[src/mcfb_pkg.sv]
// Package for the motor command frame builder: payload types, frame constants, CRC step.
`timescale 1ns / 1ps
`default_nettype none

package mcfb_pkg;

  // Drive command taken in one input transaction
  typedef struct packed {
    logic [15:0] left_speed;
    logic [15:0] right_speed;
    logic        left_forward;
    logic        right_forward;
  } cmd_t;

  // One frame byte delivered per output transaction
  typedef struct packed {
    logic [7:0] frame_byte;
    logic       last_byte;
  } frame_t;

  // Frame byte positions
  localparam logic [3:0] POS_LEAD    = 4'd0;
  localparam logic [3:0] POS_CMD     = 4'd1;
  localparam logic [3:0] POS_LEFT_LO = 4'd2;
  localparam logic [3:0] POS_LEFT_HI = 4'd3;
  localparam logic [3:0] POS_RIGHT_LO = 4'd4;
  localparam logic [3:0] POS_RIGHT_HI = 4'd5;
  localparam logic [3:0] POS_FLAGS   = 4'd6;
  localparam logic [3:0] POS_CRC_LO  = 4'd7;
  localparam logic [3:0] POS_CRC_HI  = 4'd8;

  localparam logic [7:0]  LEAD_BYTE     = 8'hFF;
  localparam logic [7:0]  CMD_BYTE      = 8'h07;
  localparam int unsigned LEFT_FWD_BIT  = 6;
  localparam int unsigned RIGHT_FWD_BIT = 4;
  localparam logic [15:0] CRC_POLY      = 16'hA001;
  localparam logic [15:0] CRC_INIT      = 16'hFFFF;

  // One byte of reflected CRC-16 (eight shift/xor steps)
  function automatic logic [15:0] crc_byte(input logic [15:0] crc_in,
                                           input logic [7:0]  data);
    logic [15:0] c;
    c = crc_in ^ {8'h00, data};
    for (int b = 0; b < 8; b++) begin
      if (c[0]) begin
        c = (c >> 1) ^ CRC_POLY;
      end else begin
        c = c >> 1;
      end
    end
    return c;
  endfunction

endpackage

`default_nettype wire

[src/motor_command_frame_builder.sv]
// Motor command frame builder: serializes a drive command into a nine-byte CRC frame.
//
// Input channel (in_valid_i / in_ready_o / in_data_i) takes one drive command per
// transaction. Output channel (out_valid_o / out_ready_i / out_data_o) gives the
// frame one byte per transaction: 0xFF, 0x07, left speed lo/hi, right speed lo/hi,
// flags, CRC lo, CRC hi; last_byte marks the CRC high byte.
// The CRC (reflected 0xA001, init 0xFFFF) covers bytes 1 to 6 and is accumulated
// one byte per cycle as those bytes move into the output register, stalling with it.
// A taken command is held in cmd_q, then its first byte loads into the output register.
// Throughput: one byte per cycle while the receiver accepts, set by the
// single output byte register. A held command register lets the next command be
// taken on the cycle the last byte of the current frame is loaded.
// Reset clears the command and output valid flags and the byte counter; no frame
// is in progress afterward.
// When the receiver stalls, the output byte holds and the byte counter stops;
// in_ready_o stays low until the frame in progress reaches its last byte.
`timescale 1ns / 1ps
`default_nettype none

module motor_command_frame_builder (
  input  wire logic              clk_i,
  input  wire logic              rst_ni,
  input  wire logic              in_valid_i,
  output logic                   in_ready_o,
  input  wire mcfb_pkg::cmd_t    in_data_i,
  output logic                   out_valid_o,
  input  wire logic              out_ready_i,
  output mcfb_pkg::frame_t       out_data_o
);

  mcfb_pkg::cmd_t   cmd_q;
  logic             cmd_valid_q, cmd_valid_d;
  logic [3:0]       idx_q, idx_d;
  logic [15:0]      crc_q, crc_d;
  mcfb_pkg::frame_t out_q, out_d;
  logic             out_valid_q, out_valid_d;
  logic             load;
  logic             in_take;
  logic             frame_done;
  logic [7:0]       flags;
  logic [7:0]       cur_byte;
  logic [15:0]      left_spd, right_spd;

  // Output slot free or being emptied this cycle
  assign load       = cmd_valid_q && (!out_valid_q || out_ready_i);
  assign frame_done = load && (idx_q == mcfb_pkg::POS_CRC_HI);
  assign in_ready_o = !cmd_valid_q || frame_done;
  assign in_take    = in_valid_i && in_ready_o;

  // Zero speeds send zero bytes and no direction bit
  assign left_spd  = cmd_q.left_speed;
  assign right_spd = cmd_q.right_speed;
  always_comb begin
    flags = 8'h00;
    flags[mcfb_pkg::LEFT_FWD_BIT]  = (left_spd != 16'h0000) && cmd_q.left_forward;
    flags[mcfb_pkg::RIGHT_FWD_BIT] = (right_spd != 16'h0000) && cmd_q.right_forward;
  end

  // Byte select for the current frame position
  always_comb begin
    case (idx_q)
      mcfb_pkg::POS_LEAD:     cur_byte = mcfb_pkg::LEAD_BYTE;
      mcfb_pkg::POS_CMD:      cur_byte = mcfb_pkg::CMD_BYTE;
      mcfb_pkg::POS_LEFT_LO:  cur_byte = left_spd[7:0];
      mcfb_pkg::POS_LEFT_HI:  cur_byte = left_spd[15:8];
      mcfb_pkg::POS_RIGHT_LO: cur_byte = right_spd[7:0];
      mcfb_pkg::POS_RIGHT_HI: cur_byte = right_spd[15:8];
      mcfb_pkg::POS_FLAGS:    cur_byte = flags;
      mcfb_pkg::POS_CRC_LO:   cur_byte = crc_q[7:0];
      default:                cur_byte = crc_q[15:8];
    endcase
  end

  // Sequencer: counter, CRC accumulator, output register
  always_comb begin
    idx_d       = idx_q;
    crc_d       = crc_q;
    out_d       = out_q;
    out_valid_d = out_valid_q && !out_ready_i;
    cmd_valid_d = cmd_valid_q;
    if (load) begin
      out_d.frame_byte = cur_byte;
      out_d.last_byte  = (idx_q == mcfb_pkg::POS_CRC_HI);
      out_valid_d      = 1'b1;
      if (idx_q == mcfb_pkg::POS_LEAD) begin
        crc_d = mcfb_pkg::CRC_INIT;
      end else if (idx_q inside {[mcfb_pkg::POS_CMD:mcfb_pkg::POS_FLAGS]}) begin
        crc_d = mcfb_pkg::crc_byte(crc_q, cur_byte);
      end
      if (frame_done) begin
        idx_d       = mcfb_pkg::POS_LEAD;
        cmd_valid_d = 1'b0;
      end else begin
        idx_d = idx_q + 4'd1;
      end
    end
    if (in_take) begin
      cmd_valid_d = 1'b1;
    end
  end

  // Control state
  always_ff @(posedge clk_i or negedge rst_ni) begin
    if (!rst_ni) begin
      cmd_valid_q <= 1'b0;
      out_valid_q <= 1'b0;
      idx_q       <= mcfb_pkg::POS_LEAD;
    end else begin
      cmd_valid_q <= cmd_valid_d;
      out_valid_q <= out_valid_d;
      idx_q       <= idx_d;
    end
  end

  // Payload registers
  always_ff @(posedge clk_i) begin
    if (in_take) begin
      cmd_q <= in_data_i;
    end
    crc_q <= crc_d;
    out_q <= out_d;
  end

  assign out_valid_o = out_valid_q;
  assign out_data_o  = out_q;

  // Counter stays within the frame
  a_idx_range: assert property (@(posedge clk_i) disable iff (!rst_ni)
    idx_q <= mcfb_pkg::POS_CRC_HI)
    else $error("frame byte counter out of range");

  // A frame in progress always has its command held
  a_mid_frame_cmd: assert property (@(posedge clk_i) disable iff (!rst_ni)
    (idx_q != mcfb_pkg::POS_LEAD) |-> cmd_valid_q)
    else $error("frame in progress without a command");

  // While the last byte waits, the counter has wrapped to the lead byte
  a_last_wraps: assert property (@(posedge clk_i) disable iff (!rst_ni)
    (out_valid_q && out_q.last_byte) |-> (idx_q == mcfb_pkg::POS_LEAD))
    else $error("last byte held while counter not wrapped");

  // No new command taken mid-frame
  a_no_take_mid: assert property (@(posedge clk_i) disable iff (!rst_ni)
    (cmd_valid_q && idx_q != mcfb_pkg::POS_CRC_HI) |-> !in_ready_o)
    else $error("command accepted during a frame");

  // Loading the lead byte places 0xFF in the output register
  a_lead_byte: assert property (@(posedge clk_i) disable iff (!rst_ni)
    (load && idx_q == mcfb_pkg::POS_LEAD) |=>
      (out_valid_q && out_q.frame_byte == mcfb_pkg::LEAD_BYTE && !out_q.last_byte))
    else $error("lead byte wrong");

endmodule

`default_nettype wire

[config.mk]
export PLATFORM = sky130hd
export DESIGN_NAME = motor_command_frame_builder
export DESIGN_NICKNAME = d
export VERILOG_FILES = /design/src/mcfb_pkg.sv /design/src/motor_command_frame_builder.sv
export SDC_FILE = /design/constraint.sdc
export NUM_CORES = 1
export LEC_CHECK = 0
export ABC_AREA = 1
export BUFFER_PORTS_ARGS = -buffer_cell sky130_fd_sc_hd__buf_2
export CORE_UTILIZATION = 50
export CTS_CLUSTER_DIAMETER = 50
export CTS_CLUSTER_SIZE = 10
export DETAILED_ROUTE_END_ITERATION = 12
export GPL_TIMING_DRIVEN = 0
export MAX_ROUTING_LAYER = met4
export PLACE_DENSITY = 0.83
export SETUP_SLACK_MARGIN = 0.05
export SKIP_LAST_GASP = 1
export SYNTH_ARGS = -nofsm -noshare
export SYNTH_HDL_FRONTEND = slang
export SYNTH_SLANG_ARGS = --single-unit
export TNS_END_PERCENT = 5
[constraint.sdc]
create_clock -name clk_i -period 2.6 [get_ports clk_i]
set_input_delay 0.26 -clock clk_i [delete_from_list [all_inputs] [get_ports clk_i]]
set_output_delay 0.26 -clock clk_i [all_outputs]
set_load 0.01 [all_outputs]
; Yosys cells after proc, flatten, opt, wreduce, memory -nomap -nowiden
; Cells that the tools add are included.
[classes]
add_sub_neg = 1
magnitude_cmp = 2
eq_ne = 8
muxes = 36
bitwise = 9
n_reduce_logical = 20
[op_table]
columns = op, count
row1 = $mux W16, 30
row2 = $pmux W8 S8, 1
row3 = $reduce_bool A16 Y1, 2
row4 = $not A2 Y3, 8
row5 = $eq A4 B3 Y1 const B, 4
row6 = $xor A16 B8 Y16, 1
row7 = $eq A4 B2 Y1 const B, 2
row8 = $logic_and A1 B1 Y1, 7
row9 = $reduce_bool A2 Y1, 3
row10 = $add A4 B1 Y4 const B, 1
row11 = $eq A4 B1 Y1 const B, 1
row12 = $eq A4 B4 Y1 const B, 1
row13 = $ge A4 B1 Y1 const B, 1
row14 = $le A4 B3 Y1 const B, 1
row15 = $logic_not A4 Y1, 1
row16 = $mux W1, 4
row17 = $mux W4, 1
row18 = $reduce_and A2 Y1, 2
row19 = $logic_not A1 Y1, 3
row20 = $logic_or A1 B1 Y1, 2
[word_totals]
regBits = 65
inputBits = 38
out_inout_bits = 11
wordCells = 86

; Depth between registers and ports, before layout
; Gate-level depths: netlist of run 1.
[depth]
word_depth = 42
mapped_depth = 23
depth_no_buf = 23

; Worst setup path after synthesis of run 1
; Ideal clock, no wire load.
[synth_timing]
path_type = register to register
from = register idx_q[0]
to = register crc_q[0] (data pin)
setup_time_ns = 0.268
t_arrival_ns = 2.396
required_time_ns = 2.332
setup_slack_ns = -0.064
path_stages_with_launch = 24
path_buffers = 1
synth_period_minus_slack_ns = 2.664
cell_sequence = dfrtp_1 > inv_1 > ha_1 > nor2_1 > nor2_4 > nor2_4 > nand2_4 > buf_6 > nand3_4 > nand2_4 > nand2_2 > nand2_2 > nand2_2 > nand3_2 > nand2_1 > nand2_1 > nand3_2 > nand2_1 > nand2_1 > nand3_2 > nand2_2 > nand2_2 > nand3_2 > nand3_1
[synth_via]
elab_chain_len = 34
elab_cells_between_ends = 47
classes_between = 7 x eq/ne / 31 x mux / 8 x bitwise / 1 x reduce/logical
[synth_lines]
columns = item, line_no
row1 = from (decl), motor_command_frame_builder.sv:33  ; logic [3:0] idx_q, idx_d;
row2 = from (signal assigned), motor_command_frame_builder.sv:107  ; idx_q <= mcfb_pkg::POS_LEAD;
row3 = from (signal assigned), motor_command_frame_builder.sv:111  ; idx_q <= idx_d;
row4 = $eq A4 B3 Y1 (tied with other cells), motor_command_frame_builder.sv:61  ; case (idx_q)
row5 = $pmux W8 S8, motor_command_frame_builder.sv:61
row6 = $xor A16 B8 Y16, mcfb_pkg.sv:43  ; c = crc_in ^ {8'h00, data};
row7 = $mux W16 / $not A2 Y3 (equally long branches), n/a
row8 = $mux W16 (on tied branches), "motor_command_frame_builder.sv:87, mcfb_pkg.sv:45"
row9 = $mux W16 (on tied branches), "motor_command_frame_builder.sv:85, motor_command_frame_builder.sv:87"
row10 = $mux W16 (on tied branches), "motor_command_frame_builder.sv:81, motor_command_frame_builder.sv:85"
row11 = $mux W16 (tied with other cells), mcfb_pkg.sv:45  ; if (c[0]) begin
row12 = [18 not listed], n/a
row13 = $mux W16 (on tied branches), "motor_command_frame_builder.sv:81, motor_command_frame_builder.sv:85"
row14 = $not A2 Y3 (no source line) / $mux W16 (equally long branches), n/a
row15 = $mux W16, mcfb_pkg.sv:45
row16 = $mux W16, motor_command_frame_builder.sv:87  ; end else if (idx_q inside {[mcfb_pkg::POS_CMD:mcfb_pkg::POS_FLAGS]}) begin
row17 = $mux W16, motor_command_frame_builder.sv:85  ; if (idx_q == mcfb_pkg::POS_LEAD) begin
row18 = $mux W16, motor_command_frame_builder.sv:81  ; if (load) begin
row19 = $mux W16, mcfb_pkg.sv:45
row20 = $mux W16, motor_command_frame_builder.sv:87
row21 = to (signal assigned), motor_command_frame_builder.sv:120  ; crc_q <= crc_d;
row22 = to (decl), motor_command_frame_builder.sv:34  ; logic [15:0] crc_q, crc_d;
; Several ways; a longest one is shown, not always the timed one. The select of a mux whose other input is x is not followed.
; A chain may end at the register's enable or synchronous reset.

; Final worst setup path of run 1
[layout_timing]
from = register idx_q[1]
to = register crc_q[0] (data pin)
; The elaborated chain is that of the path after synthesis.

==> results.md, run 1 <==
- Global placement routability congestion: 0.876
- Final min period: 2.89 ns
- Final wirelength: 8.14 mm
- Simple-Gate Fraction of Synth Area: 0.277
- Area share of fa/ha/maj cells after synthesis: 0.0188
- Slew Viols, Final: 0
- Cell area after synthesis: 3320 µm²
- Synthesized flop and latch total: 65
- Fmax: 346 MHz
- Startpoint types: register
- Global route overflow: 0
- Pre-antenna DRT Iters: 7
- CTS Buffer Depth: 2
- Failing checks: negative setup slack
- Worst relative slew slack: 0.388
- Most frequent cells in the layout: nand2_1 (59), edfxtp_1 (59), buf_2 (48), inv_1 (31), nand3_1 (21)
- GR Util All Layers: 0.241
- Synth unique cells: 34
- Measured slew at the worst slew-check pin: 0.917 ns
- Worst reg2reg endpoint: crc_q[0]$_SDFFCE_PP1P_
- Worst R2R Start: idx_q[1]$_DFFE_PN0P_
- Clk root buf: clkbuf_8
- CP Max Fanout: 5
- DP HPWL: 5.02 mm
- Initial antenna violation count: 0
- Worst EP arrival: 2.98 ns
- Met2 routed wirelength: 4.07 mm
- WHS Endpoint: left_spd[0]$_DFFE_PP_
- Worst-Skew Late Latency: 0.35 ns
- Syn Area/Cell: 10.2 µm²
- Port Buffers: 48
- Post-route DRC violation count: 0
- Post-synthesis mux area share: 0
- Reg clk slew, reported paths: 0.07 ns
- Core area: 6390 µm²
- Tcrit/Tclk final: 1.11
- Final hold viol count: 0
- Die ar.: 6980 µm²
- R2r worst-path depth: 23
- Run status: finished, violations left
- Synth Net Count: 370
- CP Capture Type: register
- Worst setup margin: -0.293 ns
- Max layer used: met4
- Die Height: 83.5 µm
- Vias per cell: 5.62
- Synth-to-Final Area Change: 31.9%
- CP Class: register to register
- Row cnt: 29
- Synth Instances: 327
- Initial DRC count: 162
- Post-Synth XOR/XNOR Area: 0.0102
- Fin Hold WS: 0.0865 ns
- Hold Path Depth: 1
- Min-delay worst type: input port to register
- Req. time, crit path: 2.69 ns
- Largest net degree at the start of global routing: 35
- Mean routed wirelength per cell: 16.7 µm
- First-pass GRT wire length: 12.4 mm
- Unrepaired setup endpoints after global routing: true
- Clock sinks: 65
- # H-tree levels: 3
- Number of diodes: 0
- Ratio of cells with drive above 1 in the final layout: 0.422
- Vias in the first global route: 2724
- Via count of the routed design: 2737
- Hold_sp: in_data_i[18]
- Sequential area share after synthesis: 0.578
- Met3 routed wirelength: 508 µm
- IO Pins: 49
- CTS buffer count: 9
- CTS tree: done
- Max Cap Viol: 0
- Yosys warnings: 0
- DIE WIDTH: 83.5 µm
- Initial Util: 0.520
- Clock Skew: 0.0120 ns
- Post-synthesis compound-gate area fraction: 0.0587
- Setup slack, reg-to-reg: -0.29 ns
- Metal-1 WL: 3.19 mm
- Largest family of logic cells by synthesized area: simple AND/OR/NAND/NOR gates
- ANT nets after route: 0
- Final setup fails: 38
- Layout Nets: 449
[what timing repair did]
item,CTS,global route
endpoints found under the hold margin,6,0
gates resized for setup,47,33
gates cloned,1,1
endpoints found under the setup margin,39,40
hold buffers,1,0
buffers inserted,12,5
pin swaps,21,19
[final cells by class]
type                    count  area, µm²
repair buffers             67        414
flip-flops and latches     65       1920
plain buffers               4       37.5
clock inverters             4       68.8
multi-input cells         217       1540
well taps                  77       96.3
repair inverters            1       7.51
clock buffers              11        131
inverters                  41        163
fillers                   452       2000
[layer usage]
metal	track usage	up-vias
li1	-	1288
met1	0.270	1288
met2	0.387	125
met4	0.149	0
met3	0.0603	36
met5	-	-
[through the flow]
stage	cell area, µm²	instances	worst slack (ns)	setup TNS, ns	util
floorplan	3330	327	0.0561	0	-
global placement	3670	452	-0.199	-4.99	0.574
detailed placement	3670	452	-0.343	-7.83	0.575
CTS	4190	481	-0.158	-5.28	0.656
global route	4380	487	-0.471	-9.46	0.686
finish	4380	487	-0.293	-4.68	0.686
[kinds of logic after synthesis]
group                    count (synthesis)
XOR/XNOR                                 3
buffers and inverters                   45
flip-flops                              65
adder cells (fa/ha/maj)                  5
AO/OA/AOI/OAI                           34
AND/OR/NAND/NOR                        175
[worst max path at each step]
| stage | from | slack [ns] | endpoint | cells after the start |
|---|---|---|---|---|
| 6_report | idx_q[1]$_DFFE_PN0P_ | -0.29 | crc_q[0]$_SDFFCE_PP1P_ | 23 |
| 5_1_grt | idx_q[0]$_DFFE_PN0P_ | -0.47 | crc_q[0]$_SDFFCE_PP1P_ | 22 |
| 4_1_cts | idx_q[1]$_DFFE_PN0P_ | -0.16 | crc_q[0]$_SDFFCE_PP1P_ | 21 |
| 3_5_place_dp | idx_q[0]$_DFFE_PN0P_ | -0.34 | crc_q[0]$_SDFFCE_PP1P_ | 21 |
| 3_3_place_gp | idx_q[0]$_DFFE_PN0P_ | -0.20 | crc_q[0]$_SDFFCE_PP1P_ | 21 |
| 2_1_floorplan | idx_q[1]$_DFFE_PN0P_ | 0.06 | crc_q[0]$_SDFFCE_PP1P_ | 22 |
[synth_stat cells]
cell | number | area [µm²]
a211oi_1 | 1 | 7.51
a21oi_1 | 12 | 60.1
a221oi_1 | 2 | 17.5
and3b_1 | 1 | 8.76
buf_4 | 1 | 7.51
buf_6 | 2 | 22.5
clkbuf_1 | 1 | 3.75
dfrtp_1 | 6 | 150
edfxtp_1 | 59 | 1770
ha_1 | 5 | 62.6
inv_1 | 37 | 139
inv_2 | 4 | 15.0
nand2_1 | 80 | 300
nand2_2 | 11 | 68.8
nand2_4 | 3 | 33.8
nand3_1 | 32 | 160
nand3_2 | 11 | 110
nand3_4 | 1 | 17.5
nand3b_1 | 1 | 7.51
nand3b_4 | 1 | 20.0
nand4_1 | 5 | 31.3
nor2_1 | 12 | 45.0
nor2_2 | 1 | 6.26
nor2_4 | 3 | 33.8
nor3_1 | 2 | 10.0
nor4_1 | 8 | 50.1
o21ai_0 | 13 | 65.1
o21ai_2 | 1 | 8.76
o21bai_1 | 2 | 15.0
o22ai_1 | 2 | 12.5
o311ai_0 | 1 | 8.76
or2_2 | 3 | 18.8
xor2_1 | 2 | 17.5
xor2_2 | 1 | 16.3
[state kept, by name, summed over array words and instances, names as in the netlist]
| name | cells |
|---|---|
| cmd_q | 2 |
| cmd_valid_q | 1 |
| crc_q | 16 |
| idx_q | 4 |
| left_spd | 16 |
| out_data_o | 9 |
| out_valid_o | 1 |
| right_spd | 16 |
[critical path, cell delays in order, from the launching register on]
cell	delay, ns
dfrtp_2	0.45
buf_6	0.14
ha_4	0.18
nand3_4	0.09
nand2_2	0.07
nor2_4	0.14
nand2_4	0.10
buf_8	0.15
nand3_4	0.08
nand2_4	0.07
nand2_4	0.07
nand2_4	0.07
nand2_4	0.07
nand3_4	0.11
nand2_4	0.10
nand2_2	0.07
nand3_4	0.11
nand2_4	0.07
nand2_2	0.08
nand3_4	0.10
nand2_2	0.09
nand2_1	0.06
nand3_2	0.08
nand3_2	0.06
Power of run 1 is left out: the tool's default activity adds up to more than one toggle a clock period on the data nets, which glitch-free logic cannot reach.
==> run 2: changes to the inputs <==
Settings changed: CTS_CLUSTER_DIAMETER 50 to 200, RECOVER_POWER set to 50.
==> run 2 against run 1 <==
Against the previous run:
- the run still ends with negative setup slack left
- critical path depth unchanged
- non-clock buffer count unchanged
- core utilization down 0.24 points
- die area unchanged
==> results.md, run 2 (synthesis results as in run 1) <==
- Clock Skew: 0.0153 ns (was 0.0120 ns)
- Post-Route Utilization: 0.684 (was 0.686)
- Global placement routability congestion: 0.876 (unchanged)
- Slowest-stage cell, CP: dfrtp_2 (unchanged)
- Reg clk slew, reported paths: 0.08 ns (was 0.07 ns)
- CTS Buffer Depth: 2 (unchanged)
- Tcrit/Tclk final: 1.11 (about the same)
- Slew Viols, Final: 0 (unchanged)
- Largest net degree at the start of global routing: 35 (unchanged)
- Crit-path max cell delay: 0.46 ns (was 0.45 ns)
- Die ar.: 6980 µm² (unchanged)
- Fin cells: 487 (unchanged)
- CP Max Fanout: 5 (unchanged)
- Worst EP arrival: 2.98 ns (about the same)
- Placed cells: 452 (unchanged)
- Worst setup margin: -0.293 ns (about the same)
- Failing checks: negative setup slack (unchanged)
- Die Height: 83.5 µm (unchanged)
- Ratio of cells with drive above 1 in the final layout: 0.393 (was 0.422)
- CP dominant cell by count: nand2_4 (unchanged)
- Synth-to-Final Area Change: 31.4% (was 31.9%)
- Min-delay worst type: input port to register (unchanged)
- # H-tree levels: 3 (unchanged)
- DIE WIDTH: 83.5 µm (unchanged)
- Final hold viol count: 0 (unchanged)
- Final setup fails: 38 (unchanged)
- Row cnt: 29 (unchanged)
- First-pass GRT wire length: 12.4 mm (unchanged)
- ANT nets after route: 0 (unchanged)
- Most frequent cells in the layout: nand2_1 (59), edfxtp_1 (59), buf_2 (36), inv_1 (31), nand3_1 (21) (was nand2_1 (59), edfxtp_1 (59), buf_2 (48), inv_1 (31), nand3_1 (21))
- Vias in the first global route: 2724 (unchanged)
- IO Pins: 49 (unchanged)
- Layout Nets: 449 (unchanged)
- Via count of the routed design: 2760 (was 2737)
- Worst relative slew slack: 0.391 (was 0.388)
- Clk root buf: clkbuf_8 (unchanged)
- CP Capture Type: register (unchanged)
- Vias per cell: 5.67 (was 5.62)
- Final wirelength: 8.17 mm (was 8.14 mm)
- GR Util All Layers: 0.241 (unchanged)
- Global route overflow: 0 (unchanged)
- Final min period: 2.89 ns (about the same)
- Setup TNS: -3.94 ns (was -4.68 ns)
- Pre-antenna DRT Iters: 5 (was 7)
- CTS buffer count: 9 (unchanged)
- Core area: 6390 µm² (unchanged)
- Max Cap Viol: 0 (unchanged)
- CP Class: register to register (unchanged)
- Port Buffers: 48 (unchanged)
- Req. time, crit path: 2.69 ns (about the same)
- Initial Util: 0.520 (unchanged)
- Worst-Skew Late Latency: 0.35 ns (about the same)
- CP Cell Sequence: buf_6 > ha_4 > nand3_4 > nand2_2 > nor2_4 > nand2_4 > buf_8 > nand3_4 > nand2_4 > nand2_4 > nand2_4 > nand2_4 > nand3_4 > nand2_4 > nand2_2 > nand3_4 > nand2_4 > nand2_2 > nand3_4 > nand2_2 > nand2_1 > nand3_2 > nand3_2 (unchanged)
- Startpoint types: register (unchanged)
- Initial antenna violation count: 0 (unchanged)
- Number of diodes: 0 (unchanged)
- Initial DRC count: 154 (was 162)
- DP HPWL: 5.02 mm (unchanged)
- Post-route DRC violation count: 0 (unchanged)
- Run status: finished, violations left (unchanged)
- Dpl ws: -0.343 ns (unchanged)
- Unrepaired setup endpoints after global routing: true (unchanged)
- Measured slew at the worst slew-check pin: 0.913 ns (was 0.917 ns)
- CTS tree: done (unchanged)
- Fmax: 346 MHz (about the same)
- Clock sinks: 65 (unchanged)
- Setup slack, reg-to-reg: -0.29 ns (about the same)
- Mean routed wirelength per cell: 16.8 µm (was 16.7 µm)
-- run 2: changes by cell type in the layout (fill, tap and decap cells not counted), sizes merged --
cell | previous run | this run
buf | 68 | 56
clkbuf | 12 | 24
-- run 2: final timing paths --
kind,startpoint,endpoint,cells after the start
max in group asynchronous,rst_ni,idx_q[0]$_DFFE_PN0P_,2
min,in_data_i[18],left_spd[0]$_DFFE_PP_,1
max,idx_q[1]$_DFFE_PN0P_,crc_q[0]$_SDFFCE_PP1P_,23
max reg2reg,idx_q[1]$_DFFE_PN0P_,crc_q[0]$_SDFFCE_PP1P_,23
min in group asynchronous,rst_ni,out_valid_o$_DFF_PN0_,2
min reg2reg,cmd_valid_q$_DFFE_PN0P_,out_valid_o$_DFF_PN0_,1
-- run 2: layout make-up --
type	instances	area, µm²
Fill cell	457	2020
Sequential cell	65	1920
Multi-Input combinational cell	217	1540
Timing Repair Buffer	67	399
Inverter	41	163
Clock buffer	11	131
Tap cell	77	96.3
Clock inverter	4	68.8
Buffer	4	37.5
Timing Repair inverter	1	7.51
-- run 2: routing by layer --
metal | track usage | wire [µm]
met3 | 0.0603 | 494
met2 | 0.387 | 4120
met5 | - | 0
met1 | 0.270 | 3210
met4 | 0.149 | 350
-- run 2: worst max-delay path, delay by kind of cell, from the launching register on --
family	cells	cell delay, ns
AND/OR/NAND/NOR	20	1.69
buffers and inverters	2	0.29
adder cells (fa/ha/maj)	1	0.18
flip-flops	1	0.46
-- run 2: repair_timing --
| action | in CTS | in global routing |
|---|---|---|
| hold endpoints to repair | 6 | 0 |
| pin swaps | 21 | 19 |
| buffers inserted | 12 | 5 |
| hold buffers | 1 | 0 |
| setup endpoints to repair | 39 | 40 |
| resized for setup | 47 | 33 |
| cloned | 1 | 1 |
-- run 2: per-stage QoR --
step / hold WS, ns / instance area [µm²]
global route: 0.0696 / 4370
floorplan: -0.0356 / 3330
detailed placement: 0.0942 / 3670
global placement: 0.0907 / 3670
CTS: 0.0765 / 4190
finish: 0.0842 / 4370
Power of run 2 is left out for the same reason.
